$ cat config.mk
export PLATFORM = sky130hd
export DESIGN_NAME = servo_stiction_duty_calibrator_core
export DESIGN_NICKNAME = d
export VERILOG_FILES = /design/src/ssdc_pkg.sv /design/src/ssdc_cfg_regs.sv /design/src/ssdc_engine.sv /design/src/servo_stiction_duty_calibrator_core.sv
export SDC_FILE = /design/constraint.sdc
export NUM_CORES = 2
export LEC_CHECK = 0
export ABC_AREA = 1
export BUFFER_PORTS_ARGS = -buffer_cell sky130_fd_sc_hd__clkbuf_2
export CORE_MARGIN = 5
export CORE_UTILIZATION = 46
export DETAILED_ROUTE_END_ITERATION = 10
export REMOVE_ABC_BUFFERS = 1
export SYNTH_ARGS = -nofsm -noshare
export SYNTH_HDL_FRONTEND = slang
export SYNTH_SLANG_ARGS = --single-unit
$ cat constraint.sdc
create_clock -name aclk -period 16.8 [get_ports aclk]
set_input_delay 0 -clock aclk [delete_from_list [all_inputs] [get_ports aclk]]
set_output_delay 0 -clock aclk [all_outputs]
set_load 0.02 [all_outputs]
$ cat src/ssdc_pkg.sv
// ssdc_pkg: shared types and constants for the servo stiction duty calibrator
// no dependencies
package ssdc_pkg;

    localparam int unsigned SAMPLE_INTERVAL_MS = 100;
    localparam int unsigned TIMEOUT_MS         = 30000;
    localparam int unsigned MAX_ITERATIONS     = 100;
    localparam int unsigned BREAK_SAMPLE_CAP   = 6;

    localparam int unsigned CFG_IDX_W = 3;
    localparam int unsigned CFG_DATA_W = 16;

    typedef enum logic [CFG_IDX_W-1:0] {
        CFG_START_DUTY = 3'd0,
        CFG_STOP_DUTY  = 3'd1,
        CFG_STEP_DUTY  = 3'd2,
        CFG_MIN_COUNTS = 3'd3,
        CFG_MIN_SPEED  = 3'd4,
        CFG_REQ_MOVING = 3'd5,
        CFG_SETTLE_MS  = 3'd6,
        CFG_KICK_MS    = 3'd7
    } cfg_idx_t;

    typedef enum logic [1:0] {
        PH_IDLE  = 2'd0,
        PH_BREAK = 2'd1,
        PH_HOLD  = 2'd2,
        PH_DONE  = 2'd3
    } phase_t;

    typedef struct packed {
        logic [9:0]  start_duty;
        logic [9:0]  stop_duty;
        logic [9:0]  step_duty;
        logic [15:0] min_counts;
        logic [15:0] min_speed;
        logic [7:0]  required_moving;
        logic [15:0] settle_ms;
        logic [15:0] kick_ms;
    } cfg_t;

    typedef struct packed {
        logic        action;
        logic [31:0] now_ms;
        logic [31:0] encoder_count;
    } item_t;

    typedef struct packed {
        logic [10:0] drive_duty;
        logic [1:0]  phase;
        logic        timed_out;
        logic [9:0]  fwd_break_duty;
        logic [9:0]  fwd_hold_duty;
        logic [9:0]  rev_break_duty;
        logic [9:0]  rev_hold_duty;
        logic        going_forward;
    } result_t;

endpackage

$ cat src/ssdc_cfg_regs.sv
// ssdc_cfg_regs: configuration register file
// depends on ssdc_pkg
module ssdc_cfg_regs (
    input  logic                               aclk,
    input  logic                               aresetn,
    input  logic                               wr_en,
    input  logic [ssdc_pkg::CFG_IDX_W-1:0]     wr_idx,
    input  logic [ssdc_pkg::CFG_DATA_W-1:0]    wr_data,
    output ssdc_pkg::cfg_t                     cfg
);
    ssdc_pkg::cfg_t cfg_reg;
    assign cfg = cfg_reg;

    always_ff @(posedge aclk) begin
        if (!aresetn) begin
            cfg_reg.start_duty      <= 10'd50;
            cfg_reg.stop_duty       <= 10'd1000;
            cfg_reg.step_duty       <= 10'd10;
            cfg_reg.min_counts      <= 16'd1;
            cfg_reg.min_speed       <= 16'd1;
            cfg_reg.required_moving <= 8'd3;
            cfg_reg.settle_ms       <= 16'd500;
            cfg_reg.kick_ms         <= 16'd100;
        end else if (wr_en) begin
            case (ssdc_pkg::cfg_idx_t'(wr_idx))
                ssdc_pkg::CFG_START_DUTY: cfg_reg.start_duty      <= wr_data[9:0];
                ssdc_pkg::CFG_STOP_DUTY:  cfg_reg.stop_duty       <= wr_data[9:0];
                ssdc_pkg::CFG_STEP_DUTY:  cfg_reg.step_duty       <= wr_data[9:0];
                ssdc_pkg::CFG_MIN_COUNTS: cfg_reg.min_counts      <= wr_data;
                ssdc_pkg::CFG_MIN_SPEED:  cfg_reg.min_speed       <= wr_data;
                ssdc_pkg::CFG_REQ_MOVING: cfg_reg.required_moving <= wr_data[7:0];
                ssdc_pkg::CFG_SETTLE_MS:  cfg_reg.settle_ms       <= wr_data;
                ssdc_pkg::CFG_KICK_MS:    cfg_reg.kick_ms         <= wr_data;
                default: ;
            endcase
        end
    end
endmodule

$ cat src/ssdc_engine.sv
// ssdc_engine: calibration state and per-item update, one registered pass
// depends on ssdc_pkg
module ssdc_engine #(
    parameter int unsigned SampleIntervalMs = ssdc_pkg::SAMPLE_INTERVAL_MS,
    parameter int unsigned TimeoutMs        = ssdc_pkg::TIMEOUT_MS,
    parameter int unsigned MaxIterations    = ssdc_pkg::MAX_ITERATIONS,
    parameter int unsigned BreakSampleCap   = ssdc_pkg::BREAK_SAMPLE_CAP
) (
    input  logic              aclk,
    input  logic              aresetn,
    input  logic              item_en,
    input  ssdc_pkg::item_t   item,
    input  ssdc_pkg::cfg_t    cfg,
    output ssdc_pkg::result_t result
);
    typedef enum logic [2:0] {
        MM_STOPPED, MM_SETTLING, MM_KICKING, MM_HOLDING, MM_STEADY
    } mode_t;

    ssdc_pkg::phase_t phase_reg, phase_next;
    mode_t       mode_reg, mode_next;
    logic        fwd_reg, fwd_next;
    logic [10:0] cand_reg, cand_next;
    logic [10:0] drive_reg, drive_next;
    logic [7:0]  iter_reg, iter_next, consec_reg, consec_next, samp_reg, samp_next;
    logic        found_reg, found_next, queued_reg, queued_next;
    logic        chkv_reg, chkv_next, tmo_reg, tmo_next;
    logic [31:0] mk_change_reg, mk_change_next, mk_settle_reg, mk_settle_next;
    logic [31:0] mk_kick_reg, mk_kick_next, mk_sample_reg, mk_sample_next;
    logic [31:0] mk_check_reg, mk_check_next;
    logic [31:0] lpos_reg, lpos_next, ldelta_reg, ldelta_next;
    logic [9:0]  res_reg [4];
    logic [9:0]  res_next [4];

    logic [31:0] now, enc;

    function automatic logic [7:0] sat_inc(input logic [7:0] v);
        return (v == 8'hFF) ? v : v + 8'd1;
    endfunction

    function automatic logic [31:0] mag32(input logic [31:0] d);
        return d[31] ? (32'd0 - d) : d;
    endfunction

    always_comb begin
        logic [9:0]  mag;
        logic [31:0] el, d;
        logic        fast, moving, limit, done_step;
        logic [41:0] lhs;
        logic [47:0] rhs;
        logic [10:0] nxt_up;
        logic signed [11:0] nxt_dn;
        logic [1:0]  b;

        now = item.now_ms;
        enc = item.encoder_count;
        phase_next = phase_reg; mode_next = mode_reg; fwd_next = fwd_reg;
        cand_next = cand_reg; drive_next = drive_reg; iter_next = iter_reg;
        consec_next = consec_reg; samp_next = samp_reg; found_next = found_reg;
        queued_next = queued_reg; chkv_next = chkv_reg; tmo_next = tmo_reg;
        mk_change_next = mk_change_reg; mk_settle_next = mk_settle_reg;
        mk_kick_next = mk_kick_reg; mk_sample_next = mk_sample_reg;
        mk_check_next = mk_check_reg; lpos_next = lpos_reg; ldelta_next = ldelta_reg;
        for (int i = 0; i < 4; i++) res_next[i] = res_reg[i];
        mag = '0; el = '0; d = '0; fast = 1'b0; moving = 1'b0; limit = 1'b0;
        done_step = 1'b0; lhs = '0; rhs = '0; nxt_up = '0; nxt_dn = '0;
        b = fwd_reg ? 2'd0 : 2'd2;

        // measurement, used in settling and holding
        if (!chkv_reg) begin
            d = 32'd0;
        end else begin
            el = now - mk_check_reg;
            d = enc - lpos_reg;
        end
        lhs = 42'(mag32(d)) * 42'd1000;
        rhs = 48'(cfg.min_speed) * 48'(el);
        fast = chkv_reg && (el != 32'd0) && (48'(lhs) > rhs);

        if (item.action) begin
            for (int i = 0; i < 4; i++) res_next[i] = '0;
            tmo_next = 1'b0; fwd_next = 1'b1; phase_next = ssdc_pkg::PH_BREAK;
            iter_next = '0; found_next = 1'b0; cand_next = {1'b0, cfg.start_duty};
            queued_next = 1'b1; drive_next = '0; mk_change_next = now;
            mk_settle_next = now; mode_next = MM_SETTLING;
        end else if (phase_reg == ssdc_pkg::PH_BREAK || phase_reg == ssdc_pkg::PH_HOLD) begin
            // motor step
            case (mode_reg)
                MM_SETTLING: begin
                    if (!chkv_reg) begin
                        chkv_next = 1'b1; mk_check_next = now; lpos_next = enc;
                        ldelta_next = '0;
                    end else if (el != 32'd0) begin
                        lpos_next = enc; mk_check_next = now; ldelta_next = d;
                    end
                    if (now - mk_settle_reg >= 32'(cfg.settle_ms)) begin
                        mode_next = MM_STOPPED;
                        if (queued_reg) begin
                            queued_next = 1'b0;
                            mk_change_next = now; consec_next = '0; samp_next = '0;
                            if (phase_reg == ssdc_pkg::PH_BREAK) begin
                                mag = (cand_reg[9:0] > cfg.stop_duty) ? cfg.stop_duty
                                                                      : cand_reg[9:0];
                                mode_next = MM_HOLDING;
                            end else begin
                                mag = (res_reg[b] > cfg.stop_duty) ? cfg.stop_duty
                                                                  : res_reg[b];
                                mode_next = MM_KICKING; mk_kick_next = now;
                            end
                            drive_next = fwd_reg ? {1'b0, mag} : 11'(-{1'b0, mag});
                        end
                    end
                    mk_sample_next = now;
                end
                MM_KICKING: begin
                    if (now - mk_kick_reg >= 32'(cfg.kick_ms)) begin
                        mag = (cand_reg[9:0] > cfg.stop_duty) ? cfg.stop_duty
                                                              : cand_reg[9:0];
                        drive_next = fwd_reg ? {1'b0, mag} : 11'(-{1'b0, mag});
                        mode_next = MM_HOLDING; mk_sample_next = now;
                        consec_next = '0; samp_next = '0;
                    end
                end
                MM_HOLDING: begin
                    if (now - mk_sample_reg >= 32'(SampleIntervalMs)) begin
                        if (!chkv_reg) begin
                            chkv_next = 1'b1; mk_check_next = now; lpos_next = enc;
                            ldelta_next = '0;
                        end else if (el != 32'd0) begin
                            lpos_next = enc; mk_check_next = now; ldelta_next = d;
                        end
                        moving = fast && (mag32(ldelta_next) >= 32'(cfg.min_counts));
                        samp_next = sat_inc(samp_reg);
                        if (moving) begin
                            consec_next = sat_inc(consec_reg);
                            if (consec_next >= cfg.required_moving) mode_next = MM_STEADY;
                        end else begin
                            consec_next = '0;
                            if (phase_reg != ssdc_pkg::PH_BREAK
                                || samp_next >= 8'(BreakSampleCap))
                                mode_next = MM_STOPPED;
                        end
                        mk_sample_next = now;
                    end
                end
                default: ;
            endcase

            if (now - mk_change_next > 32'(TimeoutMs)) begin
                phase_next = ssdc_pkg::PH_IDLE; drive_next = '0;
                for (int i = 0; i < 4; i++) res_next[i] = '0;
                queued_next = 1'b0; tmo_next = 1'b1;
            end else if (mode_next == MM_STEADY || mode_next == MM_STOPPED) begin
                limit = iter_next >= 8'(MaxIterations);
                iter_next = sat_inc(iter_next);
                if (phase_reg == ssdc_pkg::PH_BREAK) begin
                    nxt_up = cand_next + {1'b0, cfg.step_duty};
                    if (limit || mode_next == MM_STEADY || nxt_up > {1'b0, cfg.stop_duty}) begin
                        if (!limit && mode_next == MM_STEADY) begin
                            found_next = 1'b1; res_next[b] = cand_next[9:0];
                        end else if (!found_next) begin
                            res_next[b] = cfg.stop_duty;
                        end
                        // to hold search
                        drive_next = '0; mk_settle_next = now; mode_next = MM_SETTLING;
                        phase_next = ssdc_pkg::PH_HOLD; iter_next = '0;
                        nxt_dn = $signed({2'b0, res_next[b]}) - $signed({2'b0, cfg.step_duty});
                        cand_next = (nxt_dn < $signed({2'b0, cfg.start_duty}))
                                    ? {1'b0, cfg.start_duty} : nxt_dn[10:0];
                        queued_next = 1'b1;
                    end else begin
                        cand_next = nxt_up; mk_sample_next = now; mk_change_next = now;
                        consec_next = '0; samp_next = '0;
                        mag = (nxt_up > {1'b0, cfg.stop_duty}) ? cfg.stop_duty : nxt_up[9:0];
                        drive_next = fwd_reg ? {1'b0, mag} : 11'(-{1'b0, mag});
                        mode_next = MM_HOLDING;
                    end
                end else begin
                    if (limit) begin
                        done_step = 1'b1;
                    end else if (mode_next == MM_STEADY) begin
                        nxt_dn = $signed({1'b0, cand_next}) - $signed({2'b0, cfg.step_duty});
                        res_next[b + 2'd1] = cand_next[9:0];
                        if (nxt_dn < $signed({2'b0, cfg.start_duty})) begin
                            done_step = 1'b1;
                        end else begin
                            cand_next = nxt_dn[10:0];
                            mag = (res_next[b] > cfg.stop_duty) ? cfg.stop_duty : res_next[b];
                            drive_next = fwd_reg ? {1'b0, mag} : 11'(-{1'b0, mag});
                            mode_next = MM_KICKING; mk_kick_next = now; mk_change_next = now;
                        end
                    end else begin
                        if (res_next[b + 2'd1] == '0) res_next[b + 2'd1] = res_next[b];
                        done_step = 1'b1;
                    end
                    if (done_step) begin
                        drive_next = '0; mk_settle_next = now; mode_next = MM_SETTLING;
                        if (fwd_reg) begin
                            fwd_next = 1'b0; phase_next = ssdc_pkg::PH_BREAK;
                            iter_next = '0; cand_next = {1'b0, cfg.start_duty};
                            found_next = 1'b0; queued_next = 1'b1;
                        end else begin
                            phase_next = ssdc_pkg::PH_DONE;
                        end
                    end
                end
            end
        end
    end

    always_ff @(posedge aclk) begin
        if (!aresetn) begin
            phase_reg <= ssdc_pkg::PH_IDLE; mode_reg <= MM_STOPPED; fwd_reg <= 1'b1;
            cand_reg <= '0; drive_reg <= '0; iter_reg <= '0; consec_reg <= '0;
            samp_reg <= '0; found_reg <= 1'b0; queued_reg <= 1'b0; chkv_reg <= 1'b0;
            tmo_reg <= 1'b0; mk_change_reg <= '0; mk_settle_reg <= '0;
            mk_kick_reg <= '0; mk_sample_reg <= '0; mk_check_reg <= '0;
            lpos_reg <= '0; ldelta_reg <= '0;
            for (int i = 0; i < 4; i++) res_reg[i] <= '0;
        end else if (item_en) begin
            phase_reg <= phase_next; mode_reg <= mode_next; fwd_reg <= fwd_next;
            cand_reg <= cand_next; drive_reg <= drive_next; iter_reg <= iter_next;
            consec_reg <= consec_next; samp_reg <= samp_next; found_reg <= found_next;
            queued_reg <= queued_next; chkv_reg <= chkv_next; tmo_reg <= tmo_next;
            mk_change_reg <= mk_change_next; mk_settle_reg <= mk_settle_next;
            mk_kick_reg <= mk_kick_next; mk_sample_reg <= mk_sample_next;
            mk_check_reg <= mk_check_next; lpos_reg <= lpos_next;
            ldelta_reg <= ldelta_next;
            for (int i = 0; i < 4; i++) res_reg[i] <= res_next[i];
        end
    end

    always_comb begin
        result.drive_duty     = drive_next;
        result.phase          = phase_next;
        result.timed_out      = tmo_next;
        result.fwd_break_duty = res_next[0];
        result.fwd_hold_duty  = res_next[1];
        result.rev_break_duty = res_next[2];
        result.rev_hold_duty  = res_next[3];
        result.going_forward  = fwd_next;
    end
endmodule

$ cat src/servo_stiction_duty_calibrator_core.sv
// servo_stiction_duty_calibrator_core: top level of the stiction calibrator
// depends on ssdc_pkg, ssdc_cfg_regs, ssdc_engine
// result: each accepted word's result word is captured in the output register on accept
// throughput: one word per cycle while the output register is free or being drained;
// the single update pass sets the rate. reset: aresetn synchronous active low clears state, registers to defaults
module servo_stiction_duty_calibrator_core #(
    parameter int unsigned SampleIntervalMs = ssdc_pkg::SAMPLE_INTERVAL_MS,
    parameter int unsigned TimeoutMs        = ssdc_pkg::TIMEOUT_MS,
    parameter int unsigned MaxIterations    = ssdc_pkg::MAX_ITERATIONS,
    parameter int unsigned BreakSampleCap   = ssdc_pkg::BREAK_SAMPLE_CAP
) (
    input  logic        aclk,
    input  logic        aresetn,
    input  logic        s_tvalid,
    output logic        s_tready,
    input  logic [63:0] s_tdata,   // now_ms[31:0], encoder_count[63:32]
    input  logic        s_tuser,   // action
    output logic        m_tvalid,
    input  logic        m_tready,
    output logic [63:0] m_tdata,   // drive_duty, phase, timed_out, four duties, going_forward
    input  logic        cfg_valid,
    output logic        cfg_ready,
    input  logic [ssdc_pkg::CFG_IDX_W-1:0]  cfg_index,
    input  logic [ssdc_pkg::CFG_DATA_W-1:0] cfg_data
);
    ssdc_pkg::cfg_t    cfg;
    ssdc_pkg::item_t   item;
    ssdc_pkg::result_t res;
    logic              accept;
    logic [63:0]       out_reg;
    logic              ovalid_reg;

    assign cfg_ready = 1'b1;
    // accept when output register free or being drained this cycle
    assign s_tready = !ovalid_reg || m_tready;
    assign accept   = s_tvalid && s_tready;

    assign item.action        = s_tuser;
    assign item.now_ms        = s_tdata[31:0];
    assign item.encoder_count = s_tdata[63:32];

    ssdc_cfg_regs u_cfg (
        .aclk(aclk), .aresetn(aresetn), .wr_en(cfg_valid), .wr_idx(cfg_index),
        .wr_data(cfg_data), .cfg(cfg)
    );

    ssdc_engine #(
        .SampleIntervalMs(SampleIntervalMs), .TimeoutMs(TimeoutMs),
        .MaxIterations(MaxIterations), .BreakSampleCap(BreakSampleCap)
    ) u_eng (
        .aclk(aclk), .aresetn(aresetn), .item_en(accept), .item(item), .cfg(cfg),
        .result(res)
    );

    // result word register
    always_ff @(posedge aclk) begin
        if (!aresetn) begin
            ovalid_reg <= 1'b0;
        end else if (accept) begin
            ovalid_reg <= 1'b1;
        end else if (m_tready) begin
            ovalid_reg <= 1'b0;
        end
        if (accept) begin
            out_reg <= {9'd0, res.going_forward, res.rev_hold_duty, res.rev_break_duty,
                        res.fwd_hold_duty, res.fwd_break_duty, res.timed_out, res.phase,
                        res.drive_duty};
        end
    end

    assign m_tvalid = ovalid_reg;
    assign m_tdata  = out_reg;
endmodule

=== Word level (Yosys, flattened, before mapping) ===
Memories as Yosys holds them, arrays and structs flattened.
Cells that the tools add are included.

* Register bits: 438
* RAM bits: 40
* Bits of input ports: 89
* Output and inout port bits: 67
* Word-level logic and storage cells: 380
* Memories kept: 1

* $add $sub $neg: 19
* $mul: 2
* Order comparisons: 19
* Equal/unequal tests: 21
* Muxes and demuxes: 243
* Bitwise operators: 7
* Reductions and logical operators: 39

{| class="wikitable"
|+ Memory list
! name !! depth !! width !! rd ports !! clocked after memory_dff !! write ports !! line !! text
|-
| u_eng.res_reg || 4 || 10 || 5 || 0 || 4 || ssdc_engine.sv:32 || <nowiki>logic [9:0] res_reg [4];</nowiki>
|}

{| class="wikitable"
|+ Operators with widths
! operator !! count
|-
| $mux 32 || 54
|-
| $mux 40 || 17
|-
| $mux 11 || 29
|-
| $mux 10 || 24
|-
| $mux 8 || 28
|-
| $pmux 32 s2 || 3
|-
| $sub 32x32->32 || 6
|-
| $bwmux 40 || 4
|-
| $ge 32x16->1 || 3
|-
| $pmux 32 s3 || 1
|-
| $bmux 10 s2 || 4
|-
| $sub 1x32->32 const A || 2
|-
| $mux 3 || 18
|-
| $gt 42x48->1 || 1
|-
| $mul 16x32->48 || 1
|-
| $pmux 8 s3 || 2
|-
| $mux 1 || 44
|-
| $neg 10->11 || 4
|-
| $demux 10 s2 || 2
|-
| $mul 32x7->39 const B || 1
|-
| $ge 32x7->1 const B || 1
|-
| $gt 32x15->1 const B || 1
|-
| $reduce_bool 32->1 || 1
|-
| $gt 10x10->1 || 3
|-
| other kinds (41) || 96
|}

=== Depth between registers and ports, before layout ===
* Depth in word-level cells: 39
* Mapped depth: 107

=== Cells and area by module ===
From an unflattened synthesis, not the netlist that was laid out.

* Cells, all modules: 9333
* Area, all modules: 63784.9 um^2

{| class="wikitable"
|+ By module, submodules not included
! module !! times used !! cells an instance !! area an instance (um^2)
|-
| ssdc_engine || 1 || 8698 || 58015.6
|-
| ssdc_cfg_regs || 1 || 561 || 3983.8
|-
| servo_stiction_duty_calibrator_core || 1 || 74 || 1785.5
|}

=== Worst setup path before layout ===
OpenSTA, ideal clock, no wires.

* Kind: register -> register
* Start: register u_eng.lpos_reg[18]
* End: register u_eng.cand_reg[7]
* Setup time: 0.070 ns
* Arrival time: 13.835 ns
* Required time: 16.730 ns
* Slack: 2.895 ns
* Stages on the path, launching flop included: 99
* Buffers on the path: 6
* Period minus slack after synthesis: 13.905 ns
* Cell sequence: dfxtp_1 -> inv_1 -> ha_1 -> a21oi_1 -> a21boi_0 -> o21bai_1 -> a221oi_1 -> nand2_1 -> or2_2 -> nand3_1 -> inv_1 -> clkbuf_1 -> buf_1 -> o21ai_0 -> inv_1 -> fa_1 -> inv_1 -> fa_1 -> (+63 left out) -> xor2_1 -> inv_1 -> ha_1 -> nand2_1 -> nor2_1 -> a211oi_1 -> nor2_1 -> a2111oi_0 -> ha_1 -> clkbuf_1 -> clkbuf_1 -> o21ai_0 -> nand3_1 -> nand2_1 -> nor2_1 -> nand2_1 -> nand2_1 -> a21oi_1

* Word-level cells in the longest chain between the ends: 38

{| class="wikitable"
|+ Ends and longest elaborated chain
! item !! line !! text
|-
| start: declaration || ssdc_engine.sv:31 || <nowiki>logic [31:0] lpos_reg, lpos_next, ldelta_reg, ldelta_next;</nowiki>
|-
| start signal: assignment || ssdc_engine.sv:227 || <nowiki>mk_check_reg <= mk_check_next; lpos_reg <= lpos_next;</nowiki>
|-
| $sub 32x32->32 * || ssdc_engine.sv:74 || <nowiki>d = enc - lpos_reg;</nowiki>
|-
| $mux 32 * || ssdc_engine.sv:70 || <nowiki>if (!chkv_reg) begin</nowiki>
|-
| branches (longest 9 deep; another with $gt 42x48->1) || -- ||
|-
| $logic_and 1x1->1 * || ssdc_engine.sv:132 || <nowiki>moving = fast && (mag32(ldelta_next) >= 32'(cfg.min_counts));</nowiki>
|-
| $mux 3 * || ssdc_engine.sv:134 || <nowiki>if (moving) begin</nowiki>
|-
| $mux 3 * || ssdc_engine.sv:125 || <nowiki>if (now - mk_sample_reg >= 32'(SampleIntervalMs)) begin</nowiki>
|-
| $pmux 3 s3 * || ssdc_engine.sv:88 || <nowiki>case (mode_reg)</nowiki>
|-
| $mux 3 * || ssdc_engine.sv:86 || <nowiki>end else if (phase_reg == ssdc_pkg::PH_BREAK || phase_reg == ssdc_pkg::PH_HOLD) begin</nowiki>
|-
| (+14 left out) || -- ||
|-
| $lt 12x11->1 || ssdc_engine.sv:168 || <nowiki>cand_next = (nxt_dn < $signed({2'b0, cfg.start_duty}))</nowiki>
|-
| $mux 11 || ssdc_engine.sv:169 || <nowiki>? {1'b0, cfg.start_duty} : nxt_dn[10:0];</nowiki>
|-
| $mux 11 || ssdc_engine.sv:158 || <nowiki>if (limit || mode_next == MM_STEADY || nxt_up > {1'b0, cfg.stop_duty}) begin</nowiki>
|-
| $mux 11 || ssdc_engine.sv:156 || <nowiki>if (phase_reg == ssdc_pkg::PH_BREAK) begin</nowiki>
|-
| $mux 11 || ssdc_engine.sv:153 || <nowiki>end else if (mode_next == MM_STEADY || mode_next == MM_STOPPED) begin</nowiki>
|-
| $mux 11 || ssdc_engine.sv:149 || <nowiki>if (now - mk_change_next > 32'(TimeoutMs)) begin</nowiki>
|-
| $mux 11 || ssdc_engine.sv:86 ||
|-
| $mux 11 || ssdc_engine.sv:80 || <nowiki>if (item.action) begin</nowiki>
|-
| end signal: assignment || ssdc_engine.sv:222 || <nowiki>cand_reg <= cand_next; drive_reg <= drive_next; iter_reg <= iter_next;</nowiki>
|-
| end: declaration || ssdc_engine.sv:23 || <nowiki>logic [10:0] cand_reg, cand_next;</nowiki>
|}

Every way passes the cells marked *. The select of a mux whose other input is x is not followed.
A chain may end at the register's enable or synchronous reset.

=== Final worst setup path ===
* Start: input s_tdata[0]
* End: register u_eng.cand_reg[1]

* Word-level cells in the longest chain between the ends: 39

{| class="wikitable"
|+ Ends and longest elaborated chain
! item !! line !! text
|-
| start: declaration || servo_stiction_duty_calibrator_core.sv:16 || <nowiki>input logic [63:0] s_tdata,</nowiki>
|-
| branches (longest 39 deep; another with $mul 16x32->48) || -- ||
|}

Several ways; the timed one is not identified. The select of a mux whose other input is x is not followed.

==> flow_summary.toml <==
[critical_path]
required_ns = 17.40
cp.arrival_ns = 16.11
reg2reg_slack_ns = 1.31
cpPeakStageDelay_ns = 0.60
worstSetupEndpointType = "register"
timing.rr.end = "u_eng.cand_reg[1]"
slowest_stage = "dlygate4sd3_1"
cp_max_fo = 17
timing.rr.start = "u_eng.mk_check_reg[8]"
path_class = "input port to register"
worstRegToRegCells = 80
start_kind = "input port"
crit_path_frequent_cell = "nand2_1"

[hold_path]
min_to = "u_cfg.cfg[18]"
whs_path_depth = 3
hp-start = "cfg_data[2]"
hold_class = "input port to register"

[synthesis]
seq_area_frac_synth_pct = 16.7
syn_area_per_cell_um2 = 6.89
synth_warnings = 0
synth_edf_count = 95
synthArstFlopShare_pct = 0
synth_cell_types = 70
syn_inst = 9139
synth-seq-cells = 478
synthFlopType = "dfxtp_1"
synthesis.area_um2 = 63000

[finish]
largest_register_ffs = 102
final_area_um2 = 69000
final_common_cell = "nand2_1"
mostFrequentLayoutCells = "nand2_1 (1978), inv_1 (1621), a21oi_1 (858), nor2_1 (732), o21ai_0 (590)"
final_nets = 10500
drive_gt1_share_pct = 5.70
area_growth_pct = 9.59

[route]
vias_per_cell = 5.53
drt_iter0_drc = 5416
ant_nets = 0
num_vias = 61400
drc_errors = 0
firstDrtPassIters = 6
drt_wl_total_um = 220000
wl_per_cell_um = 19.9

[job]
drv_cap = 0

[grt]
grt.total_usage_pct = 29.7
grt_first_pass_wirelength_um = 341000
grt_antenna_before_repair = 9
grt_pass1_vias = 58400
grt_overflow = 0
grt_max_degree = 129

[timing]
finalMaxSlewViolations = 0
finalSetupTns_ns = 0
fmax_ghz = 0.0645
fin_crit_ns = 15.51
post-route-period-util_pct = 92.3
final-hold-violation-count = 0
tightest_slew_ns = 1.15
finClkSkew_ns = 0.0544
final.setup.worst_slack_ns = 1.29
max_slew_margin_pct = 23.2
rsz0062_at_grt = "false"
setup_viol = 0

[clock_network]
cts_inserted_buffers = 68
clk_latency_ns = 0.68
cts-root-buf = "clkbuf_16"
cts_tree = "built"
ctsHtreeMaxLevel = 3
clk_pin_slew_ns = 0.06
cts_buffer_depth = 3
numClockSinks = 478

[floorplan]
die_width_um = 380
die_area_um2 = 144000
start_util_pct = 46.4
row_count = 135
die_y_um = 380
ios = 156
coreArea_um2 = 136000

[power_and_ir_drop]
pwr_density_cell_nw_per_um2 = 55.4
max-vdd-ir-drop_uv = 69.9
leakage_nw = 33.4

[place]
port_buffers = 145
place_congestion = 0.963
pre_cts_ws_ns = 1.05
place_area_um2 = 65800
place_hpwl_um = 172000

[status]
outcome = "complete, no violations"
[cells by family (layout without fill, tap and decap cells)]
group                    Yosys count  count (layout)  synth area share (%)
AO/OA/AOI/OAI                   1896            1896                  16.6
adder cells (fa/ha/maj)         1108            1108                  28.4
other                              2              15                0.0119
flip-flops                       478             478                  16.7
AND/OR/NAND/NOR                 3373            3373                  22.2
buffers and inverters           1997            2162                  12.1
XOR/XNOR                         285             285                  3.96
[synthesized netlist by cell type (10+ instances only)]
library cell  number  area share (%)
o21a_1            35            0.42
a21oi_1          858             6.8
a31oi_1           47            0.47
o211ai_1          92             1.1
nand3b_1          24            0.29
buf_1             19            0.11
inv_1           1622             9.7
nand3_2           16            0.25
nor2_1           737             4.4
xor2_1           219             3.0
o21ai_1           59            0.47
nand3_1          359             2.9
edfxtp_1          95             4.5
nand4_1           88            0.87
clkbuf_1         246             1.5
o22ai_1           40            0.40
dfxtp_1          383              12
a21o_1            25            0.30
clkinv_1          34            0.20
o21bai_1          28            0.33
a211oi_1          21            0.25
nand2_2           11            0.11
nor2_2            10           0.099
or2_2             30            0.30
o21ai_0          593             4.7
buf_4             14            0.17
nand2_1         1978              12
a21boi_0          17            0.20
a221oi_1          10            0.14
nor4_1            16            0.16
nor3_1            69            0.55
o31ai_1           18            0.21
ha_1             570              11
buf_2             38            0.30
inv_2             16           0.095
fa_1             538              17
xnor2_1           66            0.92
[power breakdown]
group	switching (mW)	internal, mW	leakage [nW]	total [mW]
combinational	0.663	0.325	28.1	0.987
sequential	0.0260	1.21	4.10	1.23
clock	0.640	0.959	1.18	1.60
total	1.33	2.49	33.4	3.82
[final cells by class]
cell class              count  area, um^2
fillers                 13900       66800
multi-input cells        6672       45000
flip-flops and latches    478       10500
inverters                1672        6280
repair buffers            368        2600
well taps                1781        2230
clock buffers              86        1880
clock inverters            36         546
diodes                      5        12.5
[repair_timing]
item	4_1_cts	5_1_grt
setup endpoints to repair	0	11
buffers inserted	0	3
gates resized for setup	0	11
hold buffers	75	0
endpoints found under the hold margin	179	0
[how the worst max path moves through the flow]
stage                            from                 end  depth (start not counted)
2_1_floorplan  u_eng.mk_sample_reg[0]  u_eng.lpos_reg[10]                         27
3_3_place_gp        u_eng.lpos_reg[2]   u_eng.cand_reg[2]                        103
3_5_place_dp        u_eng.lpos_reg[2]   u_eng.cand_reg[9]                        103
4_1_cts            u_eng.lpos_reg[18]   u_eng.cand_reg[9]                         99
5_1_grt             u_eng.lpos_reg[2]   u_eng.cand_reg[1]                        100
6_report                   s_tdata[0]   u_eng.cand_reg[1]                         86
[routing by layer]
metal	share of wire (%)	global-route usage (%)	vias up
met5	0.012	0	-
met4	3.3	9.14	4
met3	8.5	4.94	348
met2	43	46.2	2325
met1	45	42.4	29200
li1	-	-	29500
[critical path, delay by kind of cell]
| family | cells | cell delay (ns) |
|---|---|---|
| adder cells (fa/ha/maj) | 13 | 5.39 |
| AND/OR/NAND/NOR | 38 | 4.81 |
| AO/OA/AOI/OAI | 19 | 3.45 |
| buffers and inverters | 14 | 2.09 |
| XOR/XNOR | 2 | 0.37 |
[through the flow]
step	util (%)	power, mW	hold WS, ns	std cells
2_1_floorplan	-	1.89	0.0846	8822
3_3_place_gp	48.4	2.20	0.300	10900
3_5_place_dp	48.4	2.21	0.310	10900
4_1_cts	50.8	3.83	0.000300	11100
5_1_grt	50.8	4.01	0.0178	11100
6_report	50.8	3.82	0.0468	11100
Power figures use the tool's default switching activity.
